### config.mk
export PLATFORM = sky130hd
export DESIGN_NAME = object_record_loader_top
export DESIGN_NICKNAME = d
export VERILOG_FILES = /design/src/sv/olr_pkg.sv /design/src/sv/olr_parser.sv /design/src/sv/olr_skid.sv /design/src/sv/object_record_loader_top.sv
export SDC_FILE = /design/constraint.sdc
export NUM_CORES = 1
export LEC_CHECK = 0
export ABC_AREA = 0
export ABC_CLOCK_PERIOD_IN_PS = 12000
export BUFFER_PORTS_ARGS = -buffer_cell sky130_fd_sc_hd__buf_4
export CAP_MARGIN = 5
export CORE_MARGIN = 3
export CORE_UTILIZATION = 64
export DETAILED_ROUTE_END_ITERATION = 10
export GPL_ROUTABILITY_DRIVEN = 0
export MAX_ROUTING_LAYER = met4
export PLACE_DENSITY = 0.85
export RECOVER_POWER = 50
export SLEW_MARGIN = 30
export SYNTH_ARGS = -nofsm -noshare
export SYNTH_HDL_FRONTEND = slang
export SYNTH_SLANG_ARGS = --single-unit
### constraint.sdc
create_clock -name clk -period 12 [get_ports clk]
set_input_delay 0.6 -clock clk [delete_from_list [all_inputs] [get_ports clk]]
set_output_delay 0.6 -clock clk [all_outputs]
set_load 0.01 [all_outputs]
### src/sv/olr_pkg.sv
`default_nettype none
package olr_pkg;

	// Result kinds carried in the low bits of each output word.
	localparam logic [1:0] KIND_WRITE  = 2'd0;
	localparam logic [1:0] KIND_HEADER = 2'd1;
	localparam logic [1:0] KIND_END    = 2'd2;

	// Characters with a meaning to the parser.
	localparam logic [7:0] CHAR_NEWLINE    = 8'd10;
	localparam logic [7:0] CHAR_UNDERSCORE = 8'h5F;
	localparam logic [7:0] CHAR_END_REC    = 8'h45;

	// Width of the packed output word, padded to whole bytes.
	localparam int RESULT_W = 58;
	localparam int OUT_DATA_W = 64;

	// One result word; the last member sits in the lowest bits.
	typedef struct packed {
		logic [23:0] prog_length;
		logic [7:0]  data_byte;
		logic [23:0] address;
		logic [1:0]  kind;
	} result_t;

	// Hex digit value of an ASCII character; anything else decodes as zero.
	function automatic logic [3:0] hex_value(input logic [7:0] c);
		logic [3:0] v;
		v = 4'd0;
		if (c >= 8'h30 && c <= 8'h39) begin
			v = c[3:0];
		end else if ((c >= 8'h41 && c <= 8'h46) || (c >= 8'h61 && c <= 8'h66)) begin
			v = c[3:0] + 4'd9;
		end
		return v;
	endfunction

endpackage
`default_nettype wire

### src/sv/olr_parser.sv
`default_nettype none
module olr_parser #(
	parameter int ADDR_DIGITS = 6
) (
	input  wire logic            clk,
	input  wire logic            arst_n,
	input  wire logic            take,
	input  wire logic [7:0]      char_in,
	output logic                 res_valid,
	output olr_pkg::result_t     res
);

	localparam int CNT_W = $clog2(ADDR_DIGITS);
	localparam logic [CNT_W-1:0] ADDR_LAST = CNT_W'(ADDR_DIGITS - 1);
	localparam logic [CNT_W-1:0] LEN_LAST = CNT_W'(1);

	// Parser phases.
	localparam logic [3:0] PH_H_FIRST = 4'd0;
	localparam logic [3:0] PH_H_NAME  = 4'd1;
	localparam logic [3:0] PH_H_START = 4'd2;
	localparam logic [3:0] PH_H_LEN   = 4'd3;
	localparam logic [3:0] PH_H_SKIP  = 4'd4;
	localparam logic [3:0] PH_R_TYPE  = 4'd5;
	localparam logic [3:0] PH_E_ADDR  = 4'd6;
	localparam logic [3:0] PH_E_SKIP  = 4'd7;
	localparam logic [3:0] PH_T_ADDR  = 4'd8;
	localparam logic [3:0] PH_T_LEN   = 4'd9;
	localparam logic [3:0] PH_T_DATA  = 4'd10;

	logic [3:0]       phase_q, phase_d;
	logic [CNT_W-1:0] count_q, count_d;
	logic [23:0]      acc_q, acc_d;
	logic [23:0]      start_q, start_d;
	logic [23:0]      waddr_q, waddr_d;
	logic [3:0]       hnib_q, hnib_d;
	logic             pend_q, pend_d;

	logic             nl;
	logic [3:0]       hv;
	logic [23:0]      acc_sh;
	logic [CNT_W-1:0] count_inc;

	assign nl = (char_in == olr_pkg::CHAR_NEWLINE);
	assign hv = olr_pkg::hex_value(char_in);
	assign acc_sh = {acc_q[19:0], hv};
	assign count_inc = count_q + 1'b1;

	// Next-state and result logic for one character.
	always_comb begin
		phase_d = phase_q;
		count_d = count_q;
		acc_d = acc_q;
		start_d = start_q;
		waddr_d = waddr_q;
		hnib_d = hnib_q;
		pend_d = pend_q;
		res_valid = 1'b0;
		res = '0;
		case (phase_q)
			PH_H_FIRST: begin
				if (!nl) phase_d = PH_H_NAME;
			end
			PH_H_NAME: begin
				if (nl) begin
					phase_d = PH_H_FIRST;
				end else if (char_in == olr_pkg::CHAR_UNDERSCORE) begin
					phase_d = PH_H_START;
					count_d = '0;
					acc_d = '0;
				end
			end
			PH_H_START: begin
				if (nl) begin
					phase_d = PH_H_FIRST;
					count_d = '0;
					acc_d = '0;
				end else if (count_q == ADDR_LAST) begin
					start_d = acc_sh;
					phase_d = PH_H_LEN;
					count_d = '0;
					acc_d = '0;
				end else begin
					acc_d = acc_sh;
					count_d = count_inc;
				end
			end
			PH_H_LEN: begin
				if (nl) begin
					phase_d = PH_H_FIRST;
					count_d = '0;
					acc_d = '0;
				end else if (count_q == ADDR_LAST) begin
					acc_d = acc_sh;
					count_d = '0;
					phase_d = PH_H_SKIP;
					res_valid = 1'b1;
					res.kind = olr_pkg::KIND_HEADER;
					res.address = start_q;
					res.prog_length = acc_sh;
				end else begin
					acc_d = acc_sh;
					count_d = count_inc;
				end
			end
			PH_H_SKIP: begin
				if (nl) phase_d = PH_R_TYPE;
			end
			PH_R_TYPE: begin
				if (!nl) begin
					phase_d = (char_in == olr_pkg::CHAR_END_REC) ? PH_E_ADDR : PH_T_ADDR;
					count_d = '0;
					acc_d = '0;
				end
			end
			PH_E_ADDR: begin
				if (nl) begin
					phase_d = PH_R_TYPE;
					count_d = '0;
					acc_d = '0;
				end else if (count_q == ADDR_LAST) begin
					acc_d = acc_sh;
					count_d = '0;
					phase_d = PH_E_SKIP;
					res_valid = 1'b1;
					res.kind = olr_pkg::KIND_END;
					res.address = acc_sh;
				end else begin
					acc_d = acc_sh;
					count_d = count_inc;
				end
			end
			PH_E_SKIP: begin
				if (nl) phase_d = PH_H_FIRST;
			end
			PH_T_ADDR: begin
				if (nl) begin
					phase_d = PH_R_TYPE;
					count_d = '0;
					acc_d = '0;
				end else if (count_q == ADDR_LAST) begin
					waddr_d = acc_sh;
					phase_d = PH_T_LEN;
					count_d = '0;
					acc_d = '0;
				end else begin
					acc_d = acc_sh;
					count_d = count_inc;
				end
			end
			PH_T_LEN: begin
				if (nl) begin
					phase_d = PH_R_TYPE;
					count_d = '0;
					acc_d = '0;
				end else if (count_q == LEN_LAST) begin
					acc_d = acc_sh;
					count_d = '0;
					phase_d = PH_T_DATA;
					pend_d = 1'b0;
				end else begin
					acc_d = acc_sh;
					count_d = count_inc;
				end
			end
			PH_T_DATA: begin
				if (nl) begin
					pend_d = 1'b0;
					phase_d = PH_R_TYPE;
				end else if (!pend_q) begin
					hnib_d = hv;
					pend_d = 1'b1;
				end else begin
					waddr_d = waddr_q + 24'd1;
					pend_d = 1'b0;
					res_valid = 1'b1;
					res.kind = olr_pkg::KIND_WRITE;
					res.address = waddr_q;
					res.data_byte = {hnib_q, hv};
				end
			end
			default: begin
				// Unused phase codes return the parser to its reset state.
				phase_d = PH_H_FIRST;
				count_d = '0;
				acc_d = '0;
				start_d = '0;
				waddr_d = '0;
				hnib_d = '0;
				pend_d = 1'b0;
			end
		endcase
	end

	// Parser state advances on each accepted word.
	always_ff @(posedge clk or negedge arst_n) begin
		if (!arst_n) begin
			phase_q <= PH_H_FIRST;
			count_q <= '0;
			acc_q <= '0;
			start_q <= '0;
			waddr_q <= '0;
			hnib_q <= '0;
			pend_q <= 1'b0;
		end else if (take) begin
			phase_q <= phase_d;
			count_q <= count_d;
			acc_q <= acc_d;
			start_q <= start_d;
			waddr_q <= waddr_d;
			hnib_q <= hnib_d;
			pend_q <= pend_d;
		end
	end

endmodule
`default_nettype wire

### src/sv/olr_skid.sv
`default_nettype none
module olr_skid (
	input  wire logic                 clk,
	input  wire logic                 arst_n,
	input  wire logic                 push,
	input  wire olr_pkg::result_t     push_data,
	output logic                      can_push,
	output logic                      out_valid,
	input  wire logic                 out_ready,
	output olr_pkg::result_t          out_data
);

	logic             out_valid_q;
	olr_pkg::result_t out_q;
	logic             skid_valid_q;
	olr_pkg::result_t skid_q;
	logic             pop;

	assign can_push = !skid_valid_q;
	assign pop = out_valid_q && out_ready;
	assign out_valid = out_valid_q;
	assign out_data = out_q;

	// Valid flags of the output register and the skid register.
	always_ff @(posedge clk or negedge arst_n) begin
		if (!arst_n) begin
			out_valid_q <= 1'b0;
			skid_valid_q <= 1'b0;
		end else if (!out_valid_q || pop) begin
			out_valid_q <= skid_valid_q || push;
			skid_valid_q <= 1'b0;
		end else if (push) begin
			skid_valid_q <= 1'b1;
		end
	end

	// Payload moves; the skid holds a word while the output is stalled.
	always_ff @(posedge clk) begin
		if (!out_valid_q || pop) begin
			out_q <= skid_valid_q ? skid_q : push_data;
		end else if (push) begin
			skid_q <= push_data;
		end
	end

endmodule
`default_nettype wire

### src/sv/object_record_loader_top.sv
// Object record loader: parses an absolute object program, one character per word.
// A completed result word is registered in the output register or the skid.
// Throughput: one character per cycle; the two-entry output skid keeps s_axis_tready
// registered, so input flow stops only after two results wait unread.
// Reset: arst_n clears the parser to wait for a header line and empties the output.
`default_nettype none
module object_record_loader_top #(
	parameter int ADDR_DIGITS = 6
) (
	input  wire logic        clk,
	input  wire logic        arst_n,
	input  wire logic        s_axis_tvalid,
	output logic             s_axis_tready,
	input  wire logic [7:0]  s_axis_tdata,   // [7:0] char_in
	output logic             m_axis_tvalid,
	input  wire logic        m_axis_tready,
	output logic [63:0]      m_axis_tdata    // [1:0] kind, [25:2] address,
	                                         // [33:26] data_byte, [57:34] prog_length
);

	logic             take;
	logic             res_valid;
	olr_pkg::result_t res;
	olr_pkg::result_t out_res;

	assign take = s_axis_tvalid && s_axis_tready;

	// Character parser with its record state.
	olr_parser #(
		.ADDR_DIGITS(ADDR_DIGITS)
	) u_parser (
		.clk       (clk),
		.arst_n    (arst_n),
		.take      (take),
		.char_in   (s_axis_tdata),
		.res_valid (res_valid),
		.res       (res)
	);

	// Output register with skid stage.
	olr_skid u_skid (
		.clk       (clk),
		.arst_n    (arst_n),
		.push      (take && res_valid),
		.push_data (res),
		.can_push  (s_axis_tready),
		.out_valid (m_axis_tvalid),
		.out_ready (m_axis_tready),
		.out_data  (out_res)
	);

	assign m_axis_tdata = {(olr_pkg::OUT_DATA_W - olr_pkg::RESULT_W)'(0), out_res};

endmodule
`default_nettype wire

Word-level counts from Yosys, hierarchy flattened. Cells that the tools add are included.

Reduce and logical (&&, ||, !) cells: 30. Mux-type cells: 68. Bitwise gates (word level): 6. $add $sub $neg: 3. Order comparisons: 6. Eq/ne operators: 36.

Operators with widths (number): $mux 24 (7); $mux 20 (6); $mux 26 (4); $pmux 20 s5 (1); $mux 4 (21); $pmux 26 s3 (1); $pmux 24 s3 (1); $mux 34 (2); $mux 58 (1); $pmux 24 s2 (1); $pmux 4 s10 (1); $add 24x1->24 const B (1); $mux 3 (7); $reduce_or 10->1 (2); $ne 3x1->1 const B (6); $reduce_or 9->1 (2); $eq 4x3->1 const B (4); $eq 8x7->1 const B (2); $ge 8x7->1 const B (2); $le 8x7->1 const B (2); $ne 2x2->1 const B (8); $pmux 3 s5 (1); $ne 2x1->1 const B (7); $eq 4x4->1 const B (3); 28 further kinds (56).

Input port bits: 12. Word-level logic and storage cells: 166. Flip-flop bits (word level): 198.

Longest topological paths before layout.
Depth after elaboration: 9. Depth in mapped cells: 10.

By module. A second synthesis with hierarchy kept.

Cells, all modules: 783. Area, all modules: 9710.6 µm².

Modules (own cells, without submodules): olr_parser (cells each 584, times used 1, seq. area each 2001.9 µm², area an instance 5084.9 µm²); olr_skid (cells each 190, times used 1, seq. area each 3533.4 µm², area an instance 4564.4 µm²); object_record_loader_top (cells each 9, times used 1, seq. area each 0.0 µm², area an instance 61.3 µm²).

Worst setup path after synthesis. Ideal clock, no wire load.

Path kind: input -> register. Start: input m_axis_tready. End: register u_skid.skid_q[0] (netlist bit), enable pin. Data arrival time: 6134 ps. Slack: 5321 ps. Data required time: 11454 ps. Stages: 2. Path through: nand2b_1 nor3_1.

Word-level cells in the longest chain between the ends: 4.

RTL lines: start: declaration (line object_record_loader_top.sv:16) `input wire logic m_axis_tready,`; $logic_and 1x1->1 (line olr_skid.sv:20) `assign pop = out_valid_q && out_ready;`; $logic_or 1x1->1 (line olr_skid.sv:39) `if (!out_valid_q || pop) begin`; $not 1->1 (no source line); $reduce_and 2->1 (no source line); end signal: assignment (line olr_skid.sv:42) `skid_q <= push_data;`; end: declaration (line olr_skid.sv:16) `olr_pkg::result_t skid_q;`.

No other way between the ends. A chain may end at the register's enable or synchronous reset.

Worst setup path after layout.
Start: input s_axis_tdata[0]. End: register u_skid.skid_q[15] (netlist bit), enable pin.

Word-level cells in the longest chain between the ends: 5. Elaborated cells between the ends (all ways): 6. Classes of those cells: eq/ne: 1; mux: 3; reduce/logical: 2.

RTL lines: start: declaration (line object_record_loader_top.sv:14) `input wire logic [7:0] s_axis_tdata,`; $eq 8x4->1 * (line olr_parser.sv:43) `assign nl = (char_in == olr_pkg::CHAR_NEWLINE);`; $mux 1 (on tied branches) (line olr_parser.sv:166, olr_parser.sv:116); $pmux 1 s2 * (line olr_parser.sv:59) `case (phase_q)`; $logic_and 1x1->1 * (line object_record_loader_top.sv:44) `.push (take && res_valid),`; $reduce_and 2->1 (no source line) *.

Mark *: on every way between the ends. The rest lies on a longest branch, timed or not.

==> results_dict.tcl <==
set metrics [dict create \
    status "finished with violations" \
    violations "capacitance limit, slew limit" \
    crit-reg2reg-launch "u_parser.phase_q[0]" \
    cts_made_buffers 17 \
    cts-resized-gates 0 \
    grt_usage_pct 28.0 \
    hold_path_end "u_parser.start_q[2]" \
    cts_tree "yes" \
    slew_headroom_pct -120 \
    setup_viol_count_final 0 \
    required_ns 12.07 \
    area_growth_pct 9.69 \
    grt_overflow 0 \
    detailedPlacementHpwl_um 13800 \
    path_common_cell "inv_1" \
    post_cts_buffers 0 \
    critPathKind "in2reg" \
    critPathMaxStageDelay_ns 1.04 \
    ant_nets 0 \
    clkSinkCount 198 \
    cp-startpoint "s_axis_tdata[0]" \
    tightest_slew_ns 3.30 \
    worstSetupStartpointType "primary input" \
    setup_tns_ns 0 \
    ioPinCount 78 \
    fin_skew_ns 0.00868 \
    maxCapViolations 4 \
    path_clk_slew_ns 0.07 \
    slew_violations 196 \
    holdPathStages 2 \
    initial_core_util_pct 66.4 \
    vias_per_cell 6.51 \
    peakVddDrop_mv 0.158 \
    min_period_over_period_pct 33.1 \
    synthArstFlopShare_pct 41.4 \
    r2r_end "u_skid.skid_q[15]" \
    antenna_found_initial 0 \
    drc 0 \
    dieArea_um2 16000 \
    min_from "u_parser.start_q[2]" \
    cp_slowest_cell "inv_1" \
    die_y_um 127 \
    synth_edf_count 116 \
    firstDrtPassIters 6 \
    netlist_instances 821 \
    fin_crit_ns 3.97 \
    hp-class "reg2reg" \
    cp.arrival_ns 4.04 \
    p_per_area_nw_per_um2 166 \
    ys_types 69 \
    cp_cell_sequence "clkbuf_1, inv_1, ha_1, nor4b_1, a21oi_2, nand3_1, inv_1, nor3_1, nor3_2, buf_4" \
    die_w_um 127 \
    ys_ff_latch 198 \
    antennaDiodeCount 0 \
    first_iter_violations 839 \
    hold_slack_ns 0.480 \
    yosysSeqAreaShare_pct 59.4 \
    core-area_um2 14000 \
    yosys_warnings 0 \
    fmax_mhz 252 \
    drt-total-wl_um 21500 \
    h-tree-depth 4 \
    rr_worst_depth 6 \
    holdBufCountCts 0 \
    grt_start_max_net_pins 62 \
    avgSynthCellArea_um2 11.4 \
    drive_above_1_share_pct 14.6 \
    synthFlopType "edfxtp_1" \
    leakagePower_nw 4.09 \
    cts_buffer_depth 2 \
    rrSetupSlack_ns 8.09 \
    cp_max_fo 58 \
    grt_setup_unrepaired "no" \
    drt-wirelength-per-cell_um 20.2 \
    endpoint_kind "flip-flop" \
    port_buffers 71 \
    hold_viol 0 \
    fin_nets 889 \
    clk_latency_ns 0.44 \
    vias 6926 \
    root_buffer "clkbuf_16" \
    num_rows 43 \
    grt_pass1_vias 6619 \
    grt_pass1_wl_um 34400 \
    mappedNetlistArea_um2 9320 \
]
-- worst max-delay path by stage --
| stage | to | slack (ns) | depth (start not counted) |
|---|---|---|---|
| floorplan | u_skid.skid_q[0] | 5.32 | 2 |
| global placement | u_skid.skid_q[11] | 8.51 | 7 |
| detailed placement | u_skid.skid_q[11] | 8.28 | 7 |
| CTS | u_skid.skid_q[13] | 8.26 | 7 |
| global route | u_parser.pend_q | 7.68 | 2 |
| finish | u_skid.skid_q[15] | 8.03 | 10 |
-- Yosys cell counts (3+ instances only) --
master / instances / area share, %
ha_1: 6 / 0.81
o32a_1: 3 / 0.32
nor3b_1: 4 / 0.32
a22o_1: 16 / 1.5
nor2_1: 37 / 1.5
o21ai_2: 5 / 0.47
and3_1: 10 / 0.67
edfxtp_1: 116 / 37
a31oi_1: 9 / 0.60
nand4_1: 6 / 0.40
inv_2: 4 / 0.16
nor2b_1: 6 / 0.40
nand2_1: 139 / 5.6
clkbuf_1: 23 / 0.93
buf_2: 17 / 0.91
mux2_2: 50 / 6.0
dfrtp_1: 82 / 22
o21ai_1: 23 / 1.2
nand3_1: 17 / 0.91
a21o_1: 3 / 0.24
buf_4: 10 / 0.81
and2_1: 24 / 1.6
a22oi_1: 27 / 2.2
o31ai_1: 13 / 1.0
nand2b_1: 6 / 0.40
a21oi_1: 32 / 1.7
nor3_1: 15 / 0.81
nand3b_1: 3 / 0.24
o21ai_0: 56 / 3.0
inv_1: 7 / 0.28
-- critical path: cells and delay by family --
kind / cells / cell delay (ns)
AO/OA/AOI/OAI: 1 / 0.21
adder cells (fa/ha/maj): 1 / 0.23
buffers and inverters: 4 / 2.04
AND/OR/NAND/NOR: 4 / 0.88
-- cells by family after synthesis --
logic type	synth area share, %
flops	59.4
mux	6.04
buf+inv	3.41
fa+ha+maj	0.805
xor+xnor	0.188
compound gates	14.8
simple gates	15.3
other cells	0.0402
-- stage by stage --
step                      area, µm²  power [mW]  util [%]  instances  setup WS [ns]
after floorplan                9340        1.07         -        826           5.32
after global placement         9900        1.14      70.5       1030           8.51
after detailed placement       9930        1.16      70.7       1032           8.28
after CTS                     10500        1.70      74.8       1064           8.26
after global routing          10200        1.77      72.8       1064           7.68
final                         10200        1.69      72.8       1064           8.03
-- cell usage in the layout (no fill, tap or decap), types with 3 or more instances in the layout --
| cell | count |
|---|---|
| nand3_1 | 19 |
| mux2_2 | 50 |
| o21ai_0 | 63 |
| o21ai_1 | 16 |
| nor3_1 | 13 |
| nor3_2 | 4 |
| clkbuf_16 | 17 |
| inv_6 | 3 |
| clkinv_4 | 3 |
| clkbuf_1 | 64 |
| nand4_1 | 6 |
| a31oi_1 | 9 |
| nor3b_1 | 4 |
| a22oi_1 | 27 |
| nand2b_1 | 5 |
| clkinvlp_4 | 5 |
| edfxtp_1 | 116 |
| a21o_1 | 3 |
| inv_8 | 3 |
| nand2_1 | 138 |
| buf_4 | 15 |
| a22o_1 | 16 |
| o21ai_2 | 5 |
| o31ai_1 | 13 |
| inv_1 | 9 |
| a21oi_1 | 32 |
| conb_1 | 6 |
| nand3b_1 | 3 |
| nor2_1 | 37 |
| and2_1 | 24 |
| dfrtp_1 | 82 |
| nor2b_1 | 6 |
| ha_1 | 6 |
| o32a_1 | 3 |
| and3_1 | 10 |
-- metal layers --
metal	track usage (%)	part of all wire [%]	vias to the layer above
met2	44.8	49	378
met1	36.2	39	3384
met4	8.96	2.6	0
met5	-	0	-
met3	6.02	8.9	63
li1	-	-	3101
-- final cells by class --
cell class                      instances  area [µm²]
Clock buffer                           17         425
Tap cell                              180         225
Fill cell                             969        3820
Inverter                               11        42.5
Clock inverter                         15         140
Multi-Input combinational cell        563        3490
Timing Repair Buffer                   80         364
Sequential cell                       198        5540
-- power by group --
part | switching (mW) | internal [mW]
logic | 0.197 | 0.104
registers | 0.0856 | 0.768
clock network | 0.266 | 0.274
total | 0.548 | 1.15
-- flip-flops by register name (all words and copies together), names as in the netlist --
| register | cells |
|---|---|
| u_parser.pend_q | 1 |
| u_parser.acc_q | 20 |
| u_parser.count_q | 3 |
| u_parser.hnib_q | 4 |
| u_parser.phase_q | 4 |
| u_skid.skid_q | 58 |
| u_parser.start_q | 24 |
| u_skid.skid_valid_q | 1 |
| u_skid.out_data | 58 |
| u_parser.waddr_q | 24 |
| u_skid.out_valid | 1 |
Power figures use the tool's default switching activity.
